===== config.mk =====
export PLATFORM = sky130hd
export DESIGN_NAME = osc133_mark_parser
export DESIGN_NICKNAME = d
export VERILOG_FILES = /design/src/rtl/core/omp_pkg.sv /design/src/rtl/core/omp_core.sv /design/src/rtl/core/osc133_mark_parser.sv
export SDC_FILE = /design/constraint.sdc
export NUM_CORES = 1
export LEC_CHECK = 0
export BUFFER_PORTS_ARGS = -buffer_cell sky130_fd_sc_hd__buf_4
export CORE_ASPECT_RATIO = 1.25
export CORE_MARGIN = 1
export CORE_UTILIZATION = 45
export DETAILED_ROUTE_END_ITERATION = 8
export GPL_TIMING_DRIVEN = 0
export SETUP_SLACK_MARGIN = 0.3
export SYNTH_ARGS = -nofsm -noshare
export SYNTH_HDL_FRONTEND = slang
export SYNTH_HIERARCHICAL = 1
export SYNTH_SLANG_ARGS = --single-unit
export TNS_END_PERCENT = 30

===== constraint.sdc =====
create_clock -name clk -period 5.5 [get_ports clk]
set_clock_uncertainty 0.05 [all_clocks]
set_input_delay 0.55 -clock clk [delete_from_list [all_inputs] [get_ports clk]]
set_output_delay 0.55 -clock clk [all_outputs]
set_load 0.05 [all_outputs]

===== src/rtl/core/omp_pkg.sv =====
package omp_pkg;

    // Longest accepted number text is one byte less than this limit.
    localparam int NUMBER_TEXT_LIMIT = 16;
    localparam int CNT_W = $clog2(NUMBER_TEXT_LIMIT + 1);

    // Mark kinds as they appear on the result channel.
    localparam logic [2:0] KIND_A = 3'd0;
    localparam logic [2:0] KIND_B = 3'd1;
    localparam logic [2:0] KIND_C = 3'd2;
    localparam logic [2:0] KIND_D = 3'd3;
    localparam logic [2:0] KIND_R = 3'd4;

    // Bytes of interest in the stream.
    localparam logic [7:0] BYTE_ESC  = 8'h1B;
    localparam logic [7:0] BYTE_BEL  = 8'h07;
    localparam logic [7:0] BYTE_BSL  = 8'h5C;
    localparam logic [7:0] BYTE_SEMI = 8'h3B;
    localparam logic [7:0] BYTE_RBR  = 8'h5D;
    localparam logic [7:0] BYTE_ONE  = 8'h31;
    localparam logic [7:0] BYTE_THR  = 8'h33;
    localparam logic [7:0] BYTE_PLUS = 8'h2B;
    localparam logic [7:0] BYTE_MIN  = 8'h2D;
    localparam logic [7:0] BYTE_SPC  = 8'h20;
    localparam logic [7:0] BYTE_TAB  = 8'h09;
    localparam logic [7:0] BYTE_CR   = 8'h0D;
    localparam logic [7:0] BYTE_ZERO = 8'h30;
    localparam logic [7:0] BYTE_NINE = 8'h39;
    localparam logic [7:0] BYTE_UA   = 8'h41;
    localparam logic [7:0] BYTE_UB   = 8'h42;
    localparam logic [7:0] BYTE_UC   = 8'h43;
    localparam logic [7:0] BYTE_UD   = 8'h44;
    localparam logic [7:0] BYTE_UR   = 8'h52;

    localparam logic [31:0] CODE_NONE = 32'hFFFF_FFFF;

    // Parser phase: prefix bytes seen, then type byte, then parameters.
    typedef enum logic [3:0] {
        PH_IDLE,
        PH_ESC,
        PH_BRACKET,
        PH_ONE,
        PH_THREE,
        PH_THREE2,
        PH_TYPE,
        PH_FIRST,
        PH_PARAMS
    } phase_t;

    // Number reader: skipping whitespace, reading digits, finished.
    typedef enum logic [1:0] {
        NS_SPACE,
        NS_DIGITS,
        NS_DONE
    } num_stage_t;

    // One step result from the parser core.
    typedef struct packed {
        logic        hit;
        logic [2:0]  kind;
        logic [31:0] code;
    } omp_result_t;

endpackage


===== src/rtl/core/omp_core.sv =====
module omp_core
    import omp_pkg::*;
(
    input  logic        clk,
    input  logic        rst_n,
    input  logic        step,
    input  logic [7:0]  data_byte,
    input  logic        buffer_end,
    output omp_result_t result
);

    phase_t           phase_reg, phase_next;
    logic [2:0]       kind_reg, kind_next;
    logic             known_reg, known_next;
    logic             escp_reg, escp_next;
    logic [CNT_W-1:0] cnt_reg, cnt_next;
    logic             semi_reg, semi_next;
    num_stage_t       stage_reg, stage_next;
    logic             neg_reg, neg_next;
    logic [31:0]      val_reg, val_next;

    // Byte that must follow in each prefix phase.
    function automatic logic [7:0] prefix_expect(input phase_t p);
        logic [7:0] b;
        case (p)
            PH_ESC:     b = BYTE_RBR;
            PH_BRACKET: b = BYTE_ONE;
            PH_ONE:     b = BYTE_THR;
            PH_THREE:   b = BYTE_THR;
            default:    b = BYTE_SEMI;
        endcase
        return b;
    endfunction

    // Phase reached when the expected prefix byte arrives.
    function automatic phase_t prefix_follow(input phase_t p);
        phase_t n;
        case (p)
            PH_ESC:     n = PH_BRACKET;
            PH_BRACKET: n = PH_ONE;
            PH_ONE:     n = PH_THREE;
            PH_THREE:   n = PH_THREE2;
            default:    n = PH_TYPE;
        endcase
        return n;
    endfunction

    // Saturating increment of the number text length.
    function automatic logic [CNT_W-1:0] cnt_inc(input logic [CNT_W-1:0] c);
        return (c == CNT_W'(NUMBER_TEXT_LIMIT)) ? c : c + CNT_W'(1);
    endfunction

    // State registers.
    always_ff @(posedge clk or negedge rst_n)
    begin
        if (!rst_n)
        begin
            phase_reg <= PH_IDLE;
            kind_reg  <= KIND_A;
            known_reg <= 1'b0;
            escp_reg  <= 1'b0;
            cnt_reg   <= '0;
            semi_reg  <= 1'b0;
            stage_reg <= NS_SPACE;
            neg_reg   <= 1'b0;
            val_reg   <= '0;
        end
        else if (step)
        begin
            phase_reg <= phase_next;
            kind_reg  <= kind_next;
            known_reg <= known_next;
            escp_reg  <= escp_next;
            cnt_reg   <= cnt_next;
            semi_reg  <= semi_next;
            stage_reg <= stage_next;
            neg_reg   <= neg_next;
            val_reg   <= val_next;
        end
    end

    // Next state and result for the byte in hand.
    always_comb
    begin
        logic fin;
        logic is_space;
        logic is_digit;
        logic code_ok;

        phase_next = phase_reg;
        kind_next  = kind_reg;
        known_next = known_reg;
        escp_next  = escp_reg;
        cnt_next   = cnt_reg;
        semi_next  = semi_reg;
        stage_next = stage_reg;
        neg_next   = neg_reg;
        val_next   = val_reg;
        fin        = 1'b0;
        is_space   = (data_byte == BYTE_SPC) ||
                     ((data_byte >= BYTE_TAB) && (data_byte <= BYTE_CR));
        is_digit   = (data_byte >= BYTE_ZERO) && (data_byte <= BYTE_NINE);

        case (phase_reg)
            PH_IDLE:
            begin
                if (data_byte == BYTE_ESC)
                    phase_next = PH_ESC;
            end
            PH_ESC, PH_BRACKET, PH_ONE, PH_THREE, PH_THREE2:
            begin
                // A mismatching ESC restarts the prefix at once.
                if (data_byte == prefix_expect(phase_reg))
                    phase_next = prefix_follow(phase_reg);
                else if (data_byte == BYTE_ESC)
                    phase_next = PH_ESC;
                else
                    phase_next = PH_IDLE;
            end
            PH_TYPE:
            begin
                known_next = 1'b1;
                case (data_byte)
                    BYTE_UA: kind_next = KIND_A;
                    BYTE_UB: kind_next = KIND_B;
                    BYTE_UC: kind_next = KIND_C;
                    BYTE_UD: kind_next = KIND_D;
                    BYTE_UR: kind_next = KIND_R;
                    default:
                    begin
                        kind_next  = KIND_A;
                        known_next = 1'b0;
                    end
                endcase
                phase_next = PH_FIRST;
            end
            PH_FIRST, PH_PARAMS:
            begin
                phase_next = PH_PARAMS;
                if (escp_reg && (data_byte == BYTE_BSL))
                begin
                    fin = 1'b1;
                end
                else
                begin
                    escp_next = 1'b0;
                    // A lone ESC is one text byte that ends the number.
                    if (escp_reg && semi_reg)
                    begin
                        cnt_next   = cnt_inc(cnt_next);
                        stage_next = NS_DONE;
                    end
                    if (data_byte == BYTE_BEL)
                        fin = 1'b1;
                    else if (data_byte == BYTE_ESC)
                        escp_next = 1'b1;
                    else if ((phase_reg == PH_FIRST) && (data_byte == BYTE_SEMI))
                        semi_next = 1'b1;
                    else if (semi_next)
                    begin
                        // Number text: whitespace, optional sign, digits.
                        cnt_next = cnt_inc(cnt_next);
                        if (stage_next == NS_SPACE)
                        begin
                            if (!is_space)
                            begin
                                stage_next = NS_DIGITS;
                                if ((data_byte == BYTE_PLUS) || (data_byte == BYTE_MIN))
                                    neg_next = (data_byte == BYTE_MIN);
                                else if (is_digit)
                                    val_next = {28'd0, data_byte[3:0]};
                                else
                                    stage_next = NS_DONE;
                            end
                        end
                        else if (stage_next == NS_DIGITS)
                        begin
                            if (is_digit)
                                val_next = (val_next << 3) + (val_next << 1) +
                                           {28'd0, data_byte[3:0]};
                            else
                                stage_next = NS_DONE;
                        end
                    end
                end
            end
            default:
            begin
                phase_next = PH_IDLE;
            end
        endcase

        // Exit code is valid only for D with a well-sized number text.
        code_ok = (kind_next == KIND_D) && semi_next && (cnt_next != '0) &&
                  (cnt_next < CNT_W'(NUMBER_TEXT_LIMIT));
        result.hit  = fin && known_next;
        result.kind = kind_next;
        result.code = code_ok ? (neg_next ? (32'd0 - val_next) : val_next) : CODE_NONE;

        // A terminator or the end of a buffer drops all sequence state.
        if (fin || buffer_end)
        begin
            phase_next = PH_IDLE;
            kind_next  = KIND_A;
            known_next = 1'b0;
            escp_next  = 1'b0;
            cnt_next   = '0;
            semi_next  = 1'b0;
            stage_next = NS_SPACE;
            neg_next   = 1'b0;
            val_next   = '0;
        end
    end

endmodule


===== src/rtl/core/osc133_mark_parser.sv =====
// Channel   Handshake             Payload
// input     in_valid / in_stall   data_byte[7:0], buffer_end
// result    out_valid / out_stall mark_kind[2:0], status_code[31:0] signed
//
// One byte is taken every cycle while in_stall is low.
// The input register feeds the parser state and the result register in one step.
// Reset clears the parser to idle and empties both registers.
// in_stall rises only while a result waits in the output register under out_stall.
module osc133_mark_parser
    import omp_pkg::*;
(
    input  logic               clk,
    input  logic               rst_n,
    input  logic               in_valid,
    output logic               in_stall,
    input  logic [7:0]         data_byte,
    input  logic               buffer_end,
    output logic               out_valid,
    input  logic               out_stall,
    output logic [2:0]         mark_kind,
    output logic signed [31:0] status_code
);

    logic               in_vld_reg;
    logic [7:0]         byte_reg;
    logic               end_reg;
    logic               out_vld_reg, out_vld_next;
    logic [2:0]         kind_reg;
    logic signed [31:0] code_reg;
    logic               advance;
    logic               step;
    omp_result_t        result;

    // The step runs when the output register is free or being drained.
    assign advance  = !out_vld_reg || !out_stall;
    assign step     = in_vld_reg && advance;
    assign in_stall = in_vld_reg && !advance;

    // Input register.
    always_ff @(posedge clk or negedge rst_n)
    begin
        if (!rst_n)
            in_vld_reg <= 1'b0;
        else if (!in_stall)
            in_vld_reg <= in_valid;
    end

    always_ff @(posedge clk)
    begin
        if (in_valid && !in_stall)
        begin
            byte_reg <= data_byte;
            end_reg  <= buffer_end;
        end
    end

    omp_core u_core (
        .clk        (clk),
        .rst_n      (rst_n),
        .step       (step),
        .data_byte  (byte_reg),
        .buffer_end (end_reg),
        .result     (result)
    );

    // Result register.
    assign out_vld_next = advance ? (step && result.hit) : out_vld_reg;

    always_ff @(posedge clk or negedge rst_n)
    begin
        if (!rst_n)
            out_vld_reg <= 1'b0;
        else
            out_vld_reg <= out_vld_next;
    end

    always_ff @(posedge clk)
    begin
        if (step && result.hit)
        begin
            kind_reg <= result.kind;
            code_reg <= result.code;
        end
    end

    assign out_valid   = out_vld_reg;
    assign mark_kind   = kind_reg;
    assign status_code = code_reg;

endmodule


[Word level (Yosys, flattened, before mapping)]
Index checks and enable logic that the tools add are counted.
W data, S select, Z words.
Word-level totals
  register bits after elaboration: 96
  output and inout port bits: 37
  word-level logic and storage cells: 163
Cells by class
  add/sub/neg operators: 5
  order comparisons: 5
  equal/unequal tests: 27
  mux-type cells: 80
  reduce and logical (&&, ||, !) cells: 31
Operator list (number)
  $mux W32: 14
  $mux W5: 12
  $eq A8 B7 Y1 const B: 6
  $add A32 B32 Y32: 1
  $add A32 B4 Y32: 1
  $eq A8 B6 Y1 const B: 4
  $mux W2: 16
  $sub A1 B32 Y32 const A: 1
  $mux W1: 28
  $pmux W3 S4: 2
  $pmux W7 S3: 1
  $eq A4 B3 Y1 const B: 4
  $pmux W4 S4: 1
  $logic_and A1 B1 Y1: 13
  $mux W4: 3
  $add A5 B1 Y5 const B: 2
  $eq A5 B5 Y1 const B: 2
  $reduce_or A5 Y1: 2
  $eq A4 B2 Y1 const B: 2
  $eq A8 B3 Y1 const B: 1
  $eq A8 B5 Y1 const B: 1
  $eq A8 B8 Y1: 1
  $ge A8 B4 Y1 const B: 1
  $ge A8 B6 Y1 const B: 1
  other kinds (20): 28

[Depth between registers and ports, before layout]
  depth after elaboration: 16
  gate-level depth with buffers: 15
  mapped depth without buffers: 15

[Cells and area by module]
The synthesis kept the hierarchy.
By module, submodules not included
  omp_core: instances 1, cells an instance 864, area an instance 6622.6 sq um, seq. area each 1251.2 sq um
  osc133_mark_parser: instances 1, cells an instance 55, area an instance 1420.1 sq um, seq. area each 1371.3 sq um

[Worst setup path before layout]
No wires, ideal clock.
  path type: reg-to-reg
  start: register byte_reg[3]
  end: register code_reg[26] (netlist: status_code[26]), data pin
  library setup time: 0.266 ns
  data arrival time: 4.196 ns
  required time: 5.184 ns
  setup slack: 0.988 ns
  cell stages (with the launch flop): 16
  buffers on the path: 1
  period minus slack after synthesis: 4.512 ns
  cell sequence: edfxtp_1 > buf_1 > inv_1 > fa_1 > inv_1 > ha_1 > a211oi_1 > o21ai_1 > a2111oi_0 > o32ai_1 > a21oi_1 > nand3_2 > or2_1 > or4_1 > nor4_1 > a211oi_1
On the way
  word-level cells in the longest chain between the ends: 14
RTL lines
  start: declaration: RTL line osc133_mark_parser.sv:25  | logic [7:0] byte_reg;
  start signal: assignment: RTL line osc133_mark_parser.sv:52  | byte_reg <= data_byte;
  parallel branches: the longest is 14 deep, another holds $add A32 B4 Y32
  end signal: assignment: RTL line osc133_mark_parser.sv:82  | code_reg <= result.code;
  end: declaration: RTL line osc133_mark_parser.sv:29  | logic signed [31:0] code_reg;
Parallel ways; which one is timed is not known.
A chain may end at the register's enable or synchronous reset.

[Worst setup path in the final report]
Same ends and word-level chain as after synthesis.

==> results.md <==
* Final Setup Violations at 0
* Mux share of post-synthesis cell area at 0.0249
* Final Worst Setup Slack at 484 ps
* Post-synth net total at 997
* Crit-path max FO at 10
* Largest net degree at the start of global routing at 53
* Synth Flop Type: dfrtp_1
* Hold Path Class: in -> async
* Die Span X at ~120 µm
* Hold Vio Cnt, Final at 0
* Pre-CTS setup slack at 4.07 ps
* R2R Setup Slk at 480 ps
* Fin. max-slew vios at 0
* Tmin final at 5020 ps
* Port-buffer cells at 49
* Routed WL at about 24,000 µm
* Post-Synth Adder-Cell Area at 0.103
* YS warnings at 6
* Global-route wire length before repair at 38,000 µm
* Vias at 7,458
* Vias in the first global route at 6,997
* Post-Synthesis Cells at roughly 920
* CTS resizes at 3
* Status: complete, no violations
* Area added between synthesis and finish at 12.7%
* Initial core utilization at 0.460
* Post-route ant nets at 0
* RSZ-0062 raised after global routing: yes
* Placed Cells incl. Taps at roughly 1,200
* Die height at 151 µm
* Number of flops mapped to enable cells by yosys at 44
* Row count at 54
* Critical Path RT at 5550 ps
* GR Util met1 at 0.338
* Io pins at 50
* Critical path type: reg -> reg
* Final GP Congestion at slightly above 0.9
* Core ar. at around 17,000 µm²
* Initial antenna violation count at 0
* Total GRT Usage at 0.271
* Initial DRC count at 575
* Worst-Skew Late Latency at 360 ps
* Post-synthesis simple-gate area fraction at 0.213
* CP startpoint kind: flip-flop
* Final nets at 1,058
* Setup crit end kind: flip-flop
* WP data arrival at a little over 5000 ps
* Met3 Resource Use GR at 0.0232
* CTS H-tree depth at 3
* Post-CTS Setup Inserts at 0
* Non-filler cells, final at 1,209
* Drt first pass iters at 5
* Ant diodes at 0
* Die ar. at 18,400 µm²
* GR Util met2 at 0.485
* Asr flop ratio synth at 0.542
* Rel. slew slack at 0.280
* CTS tree: yes
* Compound-cell area share of the yosys netlist at 0.244
* Share of cells above drive strength 1 at 0.108
* DRC errors left at 0
* Post-Synth XOR/XNOR Area at 0.0534
* Clock Path Buffers at 2
* Syn Std Cell Area at about 8000 µm²
* Worst IR Drop VDD at 120 µV
* Worst-margin pin slew at 1070 ps
* Grt total ovfl at 0
* Number of synthesized register bits at 96
* Syn_area_per_cell at 8.75 µm²
* Cell Pwr Density at 167 nW/µm²
* Post-synthesis sequential area ratio at 0.326
* Fin crit share at 0.912
* Clock transition at the registers of the reported paths at 70 ps
* GR peak layer: met2
* Largest family of logic cells by synthesized area: compound AO/OA/AOI/OAI gates
* TNS Setup at 0 ps
* CTS Root Buffer Type: clkbuf_16
* WL per Instance at 20.2 µm
* Max_cap viols at 0
* Post-synthesis cell type count at 81
* CTS Hold Buffers Added at 0
* DR vias/cell at 6.17
* CTS sink count at 96
* Num CTS Buffers at 9
* Static leakage at 3.80 nW
* FMAX at between 150 and 200 MHz
* DP HPWL at approximately 19,000 µm
[placed cells by master, fill, tap and decap left out, types with 10 or more instances in the layout]
cell / n
o31ai_1: 13
buf_2: 11
nor4_1: 10
xnor2_1: 36
o21ai_0: 53
buf_4: 49
mux2i_1: 14
xor2_1: 13
a31oi_1: 16
and2_1: 14
edfxtp_1: 44
nand2b_1: 11
nor3_1: 34
o2bb2ai_1: 24
a21oi_1: 72
nand3_1: 21
a21o_1: 12
nor2_1: 48
clkbuf_1: 33
and3_1: 12
nand2_1: 100
nor2b_1: 14
or3_1: 10
ha_1: 63
inv_1: 22
dfrtp_1: 52
o21ai_1: 11
a22o_1: 14
[path summary, 6_finish.rpt]
kind / start / end / depth (start not counted)
worst max-delay path: byte_reg[3] / status_code[26] / 15
worst min-delay path: rst_n / u_core/val_reg[29] / 1
worst max register to register: byte_reg[3] / status_code[26] / 15
worst min register to register: u_core/val_reg[31] / u_core/val_reg[31] / 1
max in group asynchronous: rst_n / u_core/val_reg[13] / 1
min in group clk: data_byte[0] / byte_reg[0] / 1
[per-stage QoR]
| step | cell area (µm²) | utilization | hold slack [ps] | total power [mW] |
|---|---|---|---|---|
| 2_1_floorplan | 8040 | - | 204 | 0.830 |
| 4_1_cts | 9030 | 0.516 | 228 | 1.53 |
| 3_5_place_dp | 8720 | 0.498 | 420 | 0.870 |
| 5_1_grt | 9060 | 0.518 | 258 | 1.55 |
| 3_3_place_gp | 8690 | 0.497 | 416 | 0.869 |
| 6_report | 9060 | 0.518 | 200 | 1.52 |
[area by class of cell]
cell class / instances / area [µm²]
clock inverter: 6 / 68.8
tap: 224 / 280
buffer: 48 / 203
timing repair buffer: 50 / 388
sequential: 96 / 2620
inverter: 23 / 86.3
clock buffer: 10 / 229
fill: 1666 / 8440
multi-input combinational: 752 / 5180
[worst max-delay path, cell delays in order, from the launching register on]
cell       delay [ps]
edfxtp_1          400
buf_2             270
inv_1             110
fa_1              590
inv_1              50
ha_1              310
a211oi_1          280
o21ai_1           240
o211a_1           300
o32ai_1           320
xnor2_1           190
nor3_1            430
o2111ai_1         280
or4_1             520
nor4_1            320
a211oi_1          100
[synth_stat cells (13+ instances only)]
library cell  instances  share of area
nand2_1             100          0.047
mux2i_1              14          0.017
nand3_1              21          0.013
dfrtp_1              52           0.16
a31oi_1              16          0.012
edfxtp_1             44           0.16
nor2_1               48          0.022
a22o_1               14          0.015
xnor2_1              36          0.039
o2bb2ai_1            24          0.026
o21ai_0              53          0.033
a21oi_1              73          0.045
clkbuf_1             33          0.015
xor2_1               13          0.014
nor2b_1              14          0.011
nor3_1               35          0.022
inv_1                22          0.010
o31ai_1              13          0.012
ha_1                 63          0.098
and2_1               14          0.011
[report_power, final]
part	internal [mW]	switching (mW)
sequential	0.753	0.00659
combinational	0.0284	0.0685
clock	0.357	0.303
[routing by layer]
| layer | vias up | part of all wire |
|---|---|---|
| met4 | 0 | 0.020 |
| li1 | 3606 | - |
| met2 | 237 | 0.52 |
| met3 | 36 | 0.042 |
| met1 | 3579 | 0.42 |
| met5 | - | 0 |
[cell families (layout without fill, tap and decap cells)]
logic type	count (synthesis)	count (layout)
DFF	96	96
buffers and inverters	71	137
xor gates and xnor gates	49	49
AOI/OAI and AO/OA	294	294
and+or+nand+nor	325	325
muxes	19	19
adders and majority gates	65	65
(Power assumes the default switching activity.)
